===== src/rtl/rfpfd_pkg.sv =====
// ----------------------------------------------------------------------------
// rfpfd_pkg
// Types and constants shared by the remote pulse frame decoder modules.
// ----------------------------------------------------------------------------
package rfpfd_pkg;

  localparam int TIMING_W = 16;
  localparam int SYNC_W   = 11;
  localparam int CODE_W   = 24;
  localparam int CHAN_N   = 5;

  // Index of the last timing of a well-formed frame (sync plus 48 data).
  localparam logic [5:0] LAST_IDX  = 6'd48;
  localparam logic [5:0] COUNT_MAX = 6'd63;

  // Button patterns, code bits 10 to 19 in arrival order.
  localparam logic [9:0] BTN_A_CODE = 10'b0001010101;
  localparam logic [9:0] BTN_B_CODE = 10'b0100010101;
  localparam logic [9:0] BTN_C_CODE = 10'b0101000101;
  localparam logic [9:0] BTN_D_CODE = 10'b0101010001;
  localparam logic [9:0] BTN_E_CODE = 10'b0101010100;

  localparam logic [3:0] PWR_ON_CODE  = 4'b0001;
  localparam logic [3:0] PWR_OFF_CODE = 4'b0100;

  typedef enum logic [1:0] {
    CFG_PULSE_THRESHOLD = 2'd0,
    CFG_SYNC_DELAY_LOW  = 2'd1,
    CFG_SYNC_DELAY_HIGH = 2'd2
  } cfg_reg_e;

  typedef enum logic [2:0] {
    STATUS_OK          = 3'd0,
    STATUS_BAD_LENGTH  = 3'd1,
    STATUS_BAD_SYNC    = 3'd2,
    STATUS_BAD_PAIR    = 3'd3,
    STATUS_BAD_CHANNEL = 3'd4,
    STATUS_BAD_BUTTON  = 3'd5,
    STATUS_BAD_POWER   = 3'd6
  } status_e;

  typedef enum logic [2:0] {
    BUTTON_A = 3'd0,
    BUTTON_B = 3'd1,
    BUTTON_C = 3'd2,
    BUTTON_D = 3'd3,
    BUTTON_E = 3'd4
  } button_e;

  // Role of one timing within the frame.
  typedef enum logic [1:0] {
    TOK_SYNC   = 2'd0,
    TOK_FIRST  = 2'd1,
    TOK_SECOND = 2'd2,
    TOK_SKIP   = 2'd3
  } tok_kind_e;

  typedef struct packed {
    logic [TIMING_W-1:0] pulse_us;
    logic                frame_end;
  } in_item_t;

  typedef struct packed {
    logic [2:0]        status;
    logic [CHAN_N-1:0] channel_bits;
    logic [2:0]        button;
    logic              power_on;
  } out_item_t;

  typedef struct packed {
    logic [TIMING_W-1:0] pulse_threshold;
    logic [SYNC_W-1:0]   sync_delay_low;
    logic [SYNC_W-1:0]   sync_delay_high;
  } cfg_t;

  // Classified timing handed from the front end to the back end.
  typedef struct packed {
    tok_kind_e kind;
    logic      is_long;
    logic      sync_ok;
    logic      last;
    logic      len_ok;
  } tok_t;

endpackage


===== src/rtl/rf_remote_pulse_frame_decoder.sv =====
// ----------------------------------------------------------------------------
// rf_remote_pulse_frame_decoder
// Decoder for pulse timing frames of a fixed-code 433 MHz remote.
// ----------------------------------------------------------------------------
// The block takes one pulse or gap timing per transfer, with frame_end set on
// the last timing of a captured frame, and returns one result per frame. A
// valid frame is a sync timing followed by 48 data timings; the sync passes
// when timing / 31 lies strictly between sync_delay_low and sync_delay_high,
// and each pair of data timings gives one code bit by comparing it against
// pulse_threshold. The 24 code bits are split into five channel switches, a
// button pattern (A to E) and a power code. The status field reports the
// first problem found (length first, then sync or pair errors in arrival
// order, then channel, button and power); on any error the other result
// fields read zero. One timing is accepted every clock cycle while full is
// low: the front end counts and classifies each timing as it is accepted and
// hands it through a short queue to the back end, which shifts in code bits
// and decodes the frame on its last timing, also one timing a cycle unless
// the output queue is full on a last timing. Each result is registered in the
// output queue before it can be popped, where results wait; input transfers
// continue while it holds results, and full rises only when both queues back
// up. Configuration must be written only while no frame is in flight.
// ----------------------------------------------------------------------------
module rf_remote_pulse_frame_decoder import rfpfd_pkg::*; #(
  parameter int TIMING_BITS = 16,
  parameter int MID_DEPTH   = 2,
  parameter int OUT_DEPTH   = 2
) (
  input  logic              clk_i,
  input  logic              rst_ni,
  // Timing input, queue style.
  input  logic              push,
  output logic              full,
  input  in_item_t          in_item_i,
  // Result output, queue style.
  output logic              empty,
  input  logic              pop,
  output out_item_t         out_item_o,
  // Configuration writes.
  input  logic              cfg_we_i,
  input  logic [1:0]        cfg_idx_i,
  input  logic [TIMING_W-1:0] cfg_wdata_i
);

  cfg_t      cfg_q, cfg_d;
  logic      in_accept;
  tok_t      front_tok, back_tok;
  logic      mid_full, mid_empty, tok_pop;
  logic      res_push, res_full;
  out_item_t res_item;

  // Configuration registers; an index beyond the list is ignored.
  always_comb begin
    cfg_d = cfg_q;
    if (cfg_we_i) begin
      unique case (cfg_reg_e'(cfg_idx_i))
        CFG_PULSE_THRESHOLD: cfg_d.pulse_threshold = cfg_wdata_i;
        CFG_SYNC_DELAY_LOW:  cfg_d.sync_delay_low  = cfg_wdata_i[SYNC_W-1:0];
        CFG_SYNC_DELAY_HIGH: cfg_d.sync_delay_high = cfg_wdata_i[SYNC_W-1:0];
        default: begin
        end
      endcase
    end
  end

  always_ff @(posedge clk_i or negedge rst_ni) begin
    if (!rst_ni) begin
      cfg_q.pulse_threshold <= TIMING_W'(700);
      cfg_q.sync_delay_low  <= SYNC_W'(300);
      cfg_q.sync_delay_high <= SYNC_W'(400);
    end else begin
      cfg_q <= cfg_d;
    end
  end

  assign full      = mid_full;
  assign in_accept = push && !mid_full;

  rfpfd_front #(
    .TIMING_BITS(TIMING_BITS)
  ) u_front (
    .clk_i      (clk_i),
    .rst_ni     (rst_ni),
    .in_valid_i (in_accept),
    .in_item_i  (in_item_i),
    .cfg_i      (cfg_q),
    .tok_o      (front_tok)
  );

  // Classified timings between the front and back ends.
  rfpfd_fifo #(
    .WIDTH($bits(tok_t)),
    .DEPTH(MID_DEPTH)
  ) u_mid_fifo (
    .clk_i   (clk_i),
    .rst_ni  (rst_ni),
    .push_i  (in_accept),
    .wdata_i (front_tok),
    .full_o  (mid_full),
    .pop_i   (tok_pop),
    .rdata_o (back_tok),
    .empty_o (mid_empty)
  );

  rfpfd_back u_back (
    .clk_i       (clk_i),
    .rst_ni      (rst_ni),
    .tok_valid_i (!mid_empty),
    .tok_i       (back_tok),
    .tok_pop_o   (tok_pop),
    .res_full_i  (res_full),
    .res_push_o  (res_push),
    .res_o       (res_item)
  );

  // Finished results wait here until they are popped.
  rfpfd_fifo #(
    .WIDTH($bits(out_item_t)),
    .DEPTH(OUT_DEPTH)
  ) u_out_fifo (
    .clk_i   (clk_i),
    .rst_ni  (rst_ni),
    .push_i  (res_push),
    .wdata_i (res_item),
    .full_o  (res_full),
    .pop_i   (pop),
    .rdata_o (out_item_o),
    .empty_o (empty)
  );

endmodule


===== src/rtl/rfpfd_fifo.sv =====
// ----------------------------------------------------------------------------
// rfpfd_fifo
// Small synchronous first-in first-out queue with a registered store.
// ----------------------------------------------------------------------------
module rfpfd_fifo #(
  parameter int WIDTH = 8,
  parameter int DEPTH = 2
) (
  input  logic             clk_i,
  input  logic             rst_ni,
  input  logic             push_i,
  input  logic [WIDTH-1:0] wdata_i,
  output logic             full_o,
  input  logic             pop_i,
  output logic [WIDTH-1:0] rdata_o,
  output logic             empty_o
);

  localparam int PtrW = (DEPTH > 1) ? $clog2(DEPTH) : 1;
  localparam int CntW = $clog2(DEPTH + 1);
  localparam logic [PtrW-1:0] PtrLast = PtrW'(DEPTH - 1);
  localparam logic [CntW-1:0] CntFull = CntW'(DEPTH);

  logic [WIDTH-1:0] mem_q [DEPTH];
  logic [PtrW-1:0]  wr_ptr_q, wr_ptr_d;
  logic [PtrW-1:0]  rd_ptr_q, rd_ptr_d;
  logic [CntW-1:0]  cnt_q, cnt_d;
  logic             do_push, do_pop;

  assign full_o  = (cnt_q == CntFull);
  assign empty_o = (cnt_q == '0);
  assign do_push = push_i && !full_o;
  assign do_pop  = pop_i && !empty_o;
  assign rdata_o = mem_q[rd_ptr_q];

  always_comb begin
    wr_ptr_d = wr_ptr_q;
    rd_ptr_d = rd_ptr_q;
    cnt_d    = cnt_q;
    if (do_push) begin
      wr_ptr_d = (wr_ptr_q == PtrLast) ? '0 : wr_ptr_q + 1'b1;
    end
    if (do_pop) begin
      rd_ptr_d = (rd_ptr_q == PtrLast) ? '0 : rd_ptr_q + 1'b1;
    end
    if (do_push && !do_pop) begin
      cnt_d = cnt_q + 1'b1;
    end else if (do_pop && !do_push) begin
      cnt_d = cnt_q - 1'b1;
    end
  end

  always_ff @(posedge clk_i or negedge rst_ni) begin
    if (!rst_ni) begin
      wr_ptr_q <= '0;
      rd_ptr_q <= '0;
      cnt_q    <= '0;
    end else begin
      wr_ptr_q <= wr_ptr_d;
      rd_ptr_q <= rd_ptr_d;
      cnt_q    <= cnt_d;
    end
  end

  always_ff @(posedge clk_i) begin
    if (do_push) begin
      mem_q[wr_ptr_q] <= wdata_i;
    end
  end

endmodule


===== src/rtl/rfpfd_front.sv =====
// ----------------------------------------------------------------------------
// rfpfd_front
// Counts timings within a frame and classifies each one against the
// configured thresholds.
// ----------------------------------------------------------------------------
module rfpfd_front import rfpfd_pkg::*; #(
  parameter int TIMING_BITS = 16
) (
  input  logic     clk_i,
  input  logic     rst_ni,
  input  logic     in_valid_i,
  input  in_item_t in_item_i,
  input  cfg_t     cfg_i,
  output tok_t     tok_o
);

  logic [5:0]          count_q, count_d;
  logic [TIMING_W-1:0] t_sat;
  logic [SYNC_W:0]     low_plus1;
  logic [TIMING_W:0]   sync_lo_bound, sync_hi_bound, t_ext;

  // Saturate the timing to the configured timing width.
  if (TIMING_BITS < TIMING_W) begin : g_sat
    localparam logic [TIMING_W-1:0] TMax = TIMING_W'((32'd1 << TIMING_BITS) - 1);
    assign t_sat = ((in_item_i.pulse_us >> TIMING_BITS) != '0) ? TMax
                                                              : in_item_i.pulse_us;
  end else begin : g_nosat
    assign t_sat = in_item_i.pulse_us;
  end

  // timing / 31 > low  <=>  timing >= 31 * (low + 1)
  // timing / 31 < high <=>  timing <  31 * high
  assign low_plus1     = {1'b0, cfg_i.sync_delay_low} + 1'b1;
  assign sync_lo_bound = {low_plus1, 5'b0} - (TIMING_W + 1)'(low_plus1);
  assign sync_hi_bound = {1'b0, cfg_i.sync_delay_high, 5'b0}
                         - (TIMING_W + 1)'(cfg_i.sync_delay_high);
  assign t_ext         = {1'b0, t_sat};

  always_comb begin
    tok_o.last    = in_item_i.frame_end;
    tok_o.len_ok  = (count_q == LAST_IDX);
    tok_o.sync_ok = (t_ext >= sync_lo_bound) && (t_ext < sync_hi_bound);
    if (count_q == '0) begin
      tok_o.kind    = TOK_SYNC;
      tok_o.is_long = 1'b0;
    end else if (count_q > LAST_IDX) begin
      tok_o.kind    = TOK_SKIP;
      tok_o.is_long = 1'b0;
    end else if (count_q[0]) begin
      tok_o.kind    = TOK_FIRST;
      tok_o.is_long = (t_sat > cfg_i.pulse_threshold);
    end else begin
      tok_o.kind    = TOK_SECOND;
      tok_o.is_long = (t_sat >= cfg_i.pulse_threshold);
    end
  end

  always_comb begin
    count_d = count_q;
    if (in_valid_i) begin
      if (in_item_i.frame_end) begin
        count_d = '0;
      end else if (count_q != COUNT_MAX) begin
        count_d = count_q + 1'b1;
      end
    end
  end

  always_ff @(posedge clk_i or negedge rst_ni) begin
    if (!rst_ni) begin
      count_q <= '0;
    end else begin
      count_q <= count_d;
    end
  end

endmodule


===== src/rtl/rfpfd_back.sv =====
// ----------------------------------------------------------------------------
// rfpfd_back
// Assembles the code bits of a frame from classified timings and decodes
// the frame into one result on its last timing.
// ----------------------------------------------------------------------------
module rfpfd_back import rfpfd_pkg::*; (
  input  logic      clk_i,
  input  logic      rst_ni,
  input  logic      tok_valid_i,
  input  tok_t      tok_i,
  output logic      tok_pop_o,
  input  logic      res_full_i,
  output logic      res_push_o,
  output out_item_t res_o
);

  logic [CODE_W-1:0] code_q, code_d;
  logic              first_long_q, first_long_d;
  status_e           err_q, err_d;
  logic              take;
  logic [9:0]        btn_code;
  logic [3:0]        pwr_code;
  logic [CHAN_N-1:0] chan_hi, chan_on;
  status_e           status;
  button_e           button;
  logic              power_on;

  // A frame's last timing needs room in the result queue.
  assign take       = tok_valid_i && (!tok_i.last || !res_full_i);
  assign tok_pop_o  = take;
  assign res_push_o = take && tok_i.last;

  // Frame state after this timing.
  always_comb begin
    code_d       = code_q;
    first_long_d = first_long_q;
    err_d        = err_q;
    unique case (tok_i.kind)
      TOK_SYNC: begin
        if (!tok_i.sync_ok && err_q == STATUS_OK) begin
          err_d = STATUS_BAD_SYNC;
        end
      end
      TOK_FIRST: begin
        first_long_d = tok_i.is_long;
      end
      TOK_SECOND: begin
        if (first_long_q == tok_i.is_long && err_q == STATUS_OK) begin
          err_d = STATUS_BAD_PAIR;
        end
        code_d = {code_q[CODE_W-2:0], first_long_q && !tok_i.is_long};
      end
      default: begin
      end
    endcase
  end

  // Decode of the completed code; the earliest bit sits at the top.
  always_comb begin
    for (int i = 0; i < CHAN_N; i++) begin
      chan_hi[i] = code_d[CODE_W-1-2*i];
      chan_on[i] = !code_d[CODE_W-2-2*i];
    end
    btn_code = code_d[13:4];
    pwr_code = code_d[3:0];
    button   = BUTTON_A;
    power_on = 1'b0;
    if (!tok_i.len_ok) begin
      status = STATUS_BAD_LENGTH;
    end else if (err_d != STATUS_OK) begin
      status = err_d;
    end else if (chan_hi != '0) begin
      status = STATUS_BAD_CHANNEL;
    end else begin
      status = STATUS_OK;
      priority if (btn_code == BTN_A_CODE) button = BUTTON_A;
      else if (btn_code == BTN_B_CODE) button = BUTTON_B;
      else if (btn_code == BTN_C_CODE) button = BUTTON_C;
      else if (btn_code == BTN_D_CODE) button = BUTTON_D;
      else if (btn_code == BTN_E_CODE) button = BUTTON_E;
      else status = STATUS_BAD_BUTTON;
      if (status == STATUS_OK) begin
        if (pwr_code == PWR_ON_CODE) begin
          power_on = 1'b1;
        end else if (pwr_code != PWR_OFF_CODE) begin
          status = STATUS_BAD_POWER;
        end
      end
    end
    res_o.status = status;
    if (status == STATUS_OK) begin
      res_o.channel_bits = chan_on;
      res_o.button       = button;
      res_o.power_on     = power_on;
    end else begin
      res_o.channel_bits = '0;
      res_o.button       = BUTTON_A;
      res_o.power_on     = 1'b0;
    end
  end

  always_ff @(posedge clk_i or negedge rst_ni) begin
    if (!rst_ni) begin
      code_q       <= '0;
      first_long_q <= 1'b0;
      err_q        <= STATUS_OK;
    end else if (take) begin
      if (tok_i.last) begin
        code_q       <= '0;
        first_long_q <= 1'b0;
        err_q        <= STATUS_OK;
      end else begin
        code_q       <= code_d;
        first_long_q <= first_long_d;
        err_q        <= err_d;
      end
    end
  end

endmodule

===== config.mk =====
export PLATFORM = sky130hd
export DESIGN_NAME = rf_remote_pulse_frame_decoder
export DESIGN_NICKNAME = d
export VERILOG_FILES = /design/src/rtl/rfpfd_pkg.sv /design/src/rtl/rf_remote_pulse_frame_decoder.sv /design/src/rtl/rfpfd_fifo.sv /design/src/rtl/rfpfd_front.sv /design/src/rtl/rfpfd_back.sv
export SDC_FILE = /design/constraint.sdc
export NUM_CORES = 1
export LEC_CHECK = 0
export ABC_AREA = 1
export BUFFER_PORTS_ARGS = -buffer_cell sky130_fd_sc_hd__buf_2
export CAP_MARGIN = 20
export CORE_ASPECT_RATIO = 0.5
export CORE_UTILIZATION = 47
export CTS_CLUSTER_SIZE = 8
export DETAILED_ROUTE_END_ITERATION = 10
export PLACE_DENSITY = 0.62
export REMOVE_ABC_BUFFERS = 1
export SYNTH_ARGS = -nofsm -noshare
export SYNTH_HDL_FRONTEND = slang
export SYNTH_HIERARCHICAL = 1
export SYNTH_SLANG_ARGS = --single-unit

===== constraint.sdc =====
create_clock -name clk_i -period 4.1 [get_ports clk_i]
set_input_delay 0.205 -clock clk_i [delete_from_list [all_inputs] [get_ports clk_i]]
set_output_delay 0.205 -clock clk_i [all_outputs]
set_load 0.005 [all_outputs]

* After elaboration in Yosys (flattened, before gate mapping)
Memory sizes are Yosys's and may differ from the RTL's.
Index checks and enable logic that the tools add are counted.
** Word-level totals
- RAM bits :: 36
- Register bits after elaboration :: 80
- Output and inout port bits :: 14
- Memory bits (read-only) :: 0
- Word-level logic and storage cells :: 152
- Memories kept :: 2
- Latch bits :: 0
** Memory list
- u_out_fifo.mem_q :: depth 2, bits a word 12, read ports 1, clocked after memory_dff 0, write ports 1, RTL line rfpfd_fifo.sv:24 : logic [WIDTH-1:0] mem_q [DEPTH];
- u_mid_fifo.mem_q :: depth 2, bits a word 6, read ports 1, clocked after memory_dff 0, write ports 1, RTL line rfpfd_fifo.sv:24
** Operators by class
- $add $sub $neg :: 12
- Reductions and logical operators :: 51
- Muxes and demuxes :: 53
- Divide/modulo/power cells :: 0
- Shifts and indexed selects :: 0
- $mul :: 0
- Eq/ne operators :: 16
- Bitwise logic cells :: 0
- Magnitude comparators :: 5
** Operators by type and width (number)
- 3-bit 2-to-1 mux :: 28
- 24-bit 2-to-1 mux :: 2
- 10-bit by 9-bit equality test with 1-bit output, second input constant :: 4
- 16-bit by 17-bit greater-or-equal comparator with 1-bit output :: 1
- 16-bit by 17-bit < comparator with 1-bit output :: 1
- 16-bit by 11-bit subtractor with 17-bit output :: 1
- 17-bit by 12-bit subtractor with 17-bit output :: 1
- 16-bit greater-or-equal comparator :: 1
- 16-bit > comparator :: 1
- 1-bit logical NOT :: 16
- 1-bit logical AND :: 15
- 1-bit 2-to-1 mux :: 15
- 11-bit by 1-bit adder with 12-bit output, second input constant :: 1
- 6-bit 2-to-1 mux :: 2
- 10-bit by 7-bit equality test with 1-bit output, second input constant :: 1
- 2-bit AND reduction :: 5
- 3-bit logical NOT :: 3
- 9-bit 2-to-1 mux :: 1
- 2-bit equality test, second input constant :: 4
- 2-bit logical NOT :: 4
- 2-bit 2-to-1 mux :: 4
- 2-bit nonzero test :: 4
- 6-bit by 1-bit adder with 6-bit output, second input constant :: 1
- 6-bit equality test, second input constant :: 1
- 14 further kinds :: 20

* Logic depth before layout (Yosys ltp)
An unclocked memory read counts as a cell.
- Depth in word-level cells :: 21
- Gate-level depth with buffers :: 26

* Hierarchy
The synthesis kept the hierarchy.
** By module, submodules not included
- rfpfd_front :: times used 1, seq. area each 150.1 um^2, area each 3056.7 um^2, cells an instance 483
- rfpfd_back :: times used 1, seq. area each 700.7 um^2, area each 1983.2 um^2, cells an instance 269
- rf_remote_pulse_frame_decoder :: times used 1, seq. area each 967.2 um^2, area each 1614.0 um^2, cells an instance 173
- rfpfd_fifo (u_out_fifo) :: times used 1, seq. area each 820.8 um^2, area each 1122.3 um^2, cells an instance 94
- rfpfd_fifo (u_mid_fifo) :: times used 1, seq. area each 460.4 um^2, area each 666.9 um^2, cells an instance 63

* Worst setup path after synthesis
OpenSTA, ideal clock, no wires.
- Path kind :: reg-to-reg
- Start point :: reg cfg_q[13] in the netlist's numbering
- End point :: mem u_mid_fifo/mem_q[0][2] in the netlist's numbering, data pin
- Data arrival time :: 3057 ps
- Cell stages (with the launch flop) :: 24
- Period minus slack after synthesis :: 3311 ps
- Path buffers :: 1
- Slack :: 789 ps
- Data required time :: 3846 ps
- Cells stage by stage :: dfstp_2 > buf_4 > nand3_2 > nor2_4 > nand3_2 > nor3_1 > inv_1 > ha_1 > a21oi_1 > inv_1 > nor2_2 > nand2_2 > xor2_1 > ha_1 > inv_1 > nor3_1 > a211oi_1 > nand2_1 > nand2_1 > nand2_1 > nand2_1 > nand2_1 > nand3_1 > nor2_1
** RTL lines
- start, declared :: RTL line rf_remote_pulse_frame_decoder.sv:44 : cfg_t cfg_q, cfg_d;
- start signal, assigned :: RTL line rf_remote_pulse_frame_decoder.sv:71 : cfg_q <= cfg_d;
- end, declared :: RTL line rfpfd_fifo.sv:24

==> flow_metrics.env <==
export IMPL_status="completed"
export IMPL_yosys_area_share_simple_pct=33.9
export IMPL_io_pins=54
export IMPL_htree_levels=4
export IMPL_combPwrFrac_pct=47.4
export IMPL_hp_class="in -> reg"
export IMPL_die_h_um=96.8
export IMPL_synth_largest_area_cell="dfrtp_1"
export IMPL_drv_slew=0
export IMPL_worstMarginPinSlew_ns=0.771
export IMPL_setup_violations=0
export IMPL_p_sw_share_pct=43.0
export IMPL_max_stage_delay_ns=0.61
export IMPL_drtIter0Drc=385
export IMPL_met3_length_um=757
export IMPL_synth_warnings=6
export IMPL_placed_area_mm2=0.00883
export IMPL_die_x_um=192
export IMPL_fin_crit_ns=3.68
export IMPL_cp_startpoint="cfg_q[13]"
export IMPL_tns_ns=0
export IMPL_routed_via_density=5.18
export IMPL_grtUsageTotal_pct=22.6
export IMPL_p_sw_mw=2.70
export IMPL_clkPwrFrac_pct=23.3
export IMPL_synth_edf_count=36
export IMPL_syn_avg_cell_area_um2=7.80
export IMPL_start_util_pct=48.3
export IMPL_final_hold_viol_count=0
export IMPL_synth_most_common_cell="nand2_1"
export IMPL_cp_num_buf_inv=2
export IMPL_cp_common_cell="nand2_1"
export IMPL_grt_start_max_net_pins=54
export IMPL_seqPwrFrac_pct=29.3
export IMPL_max_slew_margin_rel_pct=48.6
export IMPL_antenna_found_initial=0
export IMPL_max_cap_violations=0
export IMPL_final_core_util_pct=54.1
export IMPL_drt_met1_wl_mm=9.79
export IMPL_synthArstFlopShare_pct=69.0
export IMPL_grt_pass1_wl_mm=33.1
export IMPL_first_pass_iters=5
export IMPL_vias=7151
export IMPL_cellLeakagePower_nw=4.73
export IMPL_cts_num_sinks=116
export IMPL_grt_overflow=0
export IMPL_tritoncts="yes"
export IMPL_rsz0062_at_grt="false"
export IMPL_syn_inst=1082
export IMPL_synth_seq_area_share_pct=36.7
export IMPL_clock_latency_ns=0.42
export IMPL_synth_top_family_by_area="simple AND/OR/NAND/NOR gates"
export IMPL_areaGrowthSynthToFinish_pct=12.1
export IMPL_drcViolationCount=0
export IMPL_internal_power_mw=3.57
export IMPL_cp_max_fo=9
export IMPL_startpoint_type="flip-flop"
export IMPL_hpwlAfterDp_mm=15.0
export IMPL_synthMuxAreaShare_pct=0
export IMPL_hold_path_startpoint="cfg_wdata_i[15]"
export IMPL_rows=34
export IMPL_cp_cell_sequence="nand3_2 > nor2_4 > nand3_2 > nor3_2 > inv_1 > ha_1 > nand3_1 > nor2_1 > nand2_1 > nand2_2 > xor2_1 > ha_1 > inv_1 > nor3_1 > a211oi_1 > nand2_1 > nand2_1 > nand2_1 > nand2_1 > nand2_1 > nand3_1 > nor2_1"
export IMPL_final_nets=1239
export IMPL_synth_compound_area_share_pct=7.72
export IMPL_required_ns=4.26
export IMPL_cts_root_buf="clkbuf_16"
export IMPL_detail_route_wl_per_cell_um=14.2
export IMPL_end_kind="flip-flop"
export IMPL_layout_drive_gt1_share_pct=17.8
export IMPL_cts_buffers=17
export IMPL_synth_top_area_share_pct=19.9
export IMPL_ys_seq_elements=116
export IMPL_top_layer_used="met4"
export IMPL_synthAdderAreaFrac_pct=9.78
export IMPL_core_area_mm2=0.0175
export IMPL_fin_crit_sh_pct=89.8
export IMPL_die_area_mm2=0.0185
export IMPL_r2r_start="cfg_q[13]"
export IMPL_crit_slowest_cell="dfstp_2"
export IMPL_drt_total_wl_mm=19.6
export IMPL_critPathArrivalTime_ns=3.84
export IMPL_fmax_ghz=0.272
export IMPL_power_per_cell_area_mw_per_mm2=662
export IMPL_crit_family="simple AND/OR/NAND/NOR gates"
export IMPL_routabilityCongestion=0.881
export IMPL_clockBufferDepth=2
export IMPL_yosysUniqueCellTypes=54
export IMPL_synthTopCellsByArea="dfrtp_1 20%, nand2_1 13%, edfxtp_1 13%, ha_1 9.8%, inv_1 5.8%"
export IMPL_critPathKind="reg -> reg"
export IMPL_grt_pass1_vias=6804
export IMPL_synth_main_ff_cell="dfrtp_1"
export IMPL_fin_area_mm2=0.00946
export IMPL_power_ir_vdd_worst_v=0.000346
export IMPL_synth_top_cells_by_count="298 x nand2_1, 130 x inv_1, 86 x nand3_1"
export IMPL_cts_clk_slew_worst_paths_ns=0.05
export IMPL_diodes=0
export IMPL_synthXorXnorAreaFrac_pct=3.22
export IMPL_route_met2_wl_mm=8.83
export IMPL_fin_skew_ns=0.0103
export IMPL_ant_nets=0
export IMPL_syn_area_mm2=0.00844
export IMPL_port_buffers=53
worst min-delay path, stage by stage:
cell,delay (ns)
buf_2,0.08
nand3_1,0.07
nand2_1,0.07
power by group through the flow:
stage | registers, mW | clock network [mW] | logic, mW
finish | 1.83 | 1.46 | 2.97
global route | 1.88 | 1.55 | 3.41
CTS | 1.83 | 1.49 | 2.98
detailed placement | 1.85 | 0 | 2.96
global placement | 1.84 | 0 | 2.89
floorplan | 1.78 | 0 | 2.27
area by class of cell:
type / instances / area [um^2]
sequential: 116 / 3100
inverter: 142 / 541
fill: 1703 / 8020
tap: 234 / 293
clock inverter: 8 / 104
multi-input combinational: 796 / 4630
clock buffer: 24 / 472
timing repair buffer: 60 / 325
through the flow:
stage	worst slack [ns]	std cells	power [mW]	hold WS, ns
after floorplan	0.726	1054	4.05	-0.0906
after global placement	0.380	1344	4.73	0.293
after detailed placement	0.278	1344	4.81	0.296
after CTS	0.254	1378	6.30	0.0219
after global routing	0.0356	1380	6.84	0.0258
final	0.419	1380	6.27	0.0388
sequential cells by signal, indices dropped and copies added (netlist names):
name                 count
cfg_q                   38
u_back/code_q           24
u_back/err_q             3
u_back/first_long_q      1
u_front/count_q          6
u_mid_fifo/cnt_q         2
u_mid_fifo/mem_q        12
u_mid_fifo/rd_ptr_q      1
u_mid_fifo/wr_ptr_q      1
u_out_fifo/cnt_q         2
u_out_fifo/mem_q        24
u_out_fifo/rd_ptr_q      1
u_out_fifo/wr_ptr_q      1
routing by layer:
metal	track usage, %	vias up
met2	35.4	135
met5	0	-
met1	31.9	3310
met3	4.03	18
li1	-	3688
met4	6.23	0
kinds of logic after synthesis:
family                     Yosys count
and+or+nand+nor                    589
AOI/OAI and AO/OA                  110
DFF                                116
buffers and inverters              170
adders and majority gates           66
xor gates and xnor gates            31
path summary, 6_finish.rpt:
check                                         endpoint  slack (ns)  cells past startpoint
worst max register to register  u_mid_fifo/mem_q[1][2]        0.42                     22
min in group asynchronous                    cfg_q[18]        0.37                      2
max in group asynchronous             u_back/code_q[2]        2.82                      3
worst max-delay path            u_mid_fifo/mem_q[1][2]        0.42                     22
worst min register to register               cfg_q[26]        0.47                      2
worst min-delay path                         cfg_q[37]        0.04                      3
cell usage in the layout (no fill, tap or decap), types with 31 or more instances in the layout:
cell type,n
buf_2,52
nand2_1,298
nand4_1,36
a21oi_1,36
nor2_1,53
ha_1,65
dfrtp_1,66
inv_1,130
edfxtp_1,36
nand2_2,31
nand3_1,86
what timing repair did:
item / 4_1_cts / 5_1_grt
gates resized for setup: 0 / 5
hold endpoints to repair: 41 / 0
hold buffers: 2 / 0
setup buffers: 0 / 2
setup endpoints to repair: 0 / 2
Note: power is estimated with default switching activity, not from simulation.
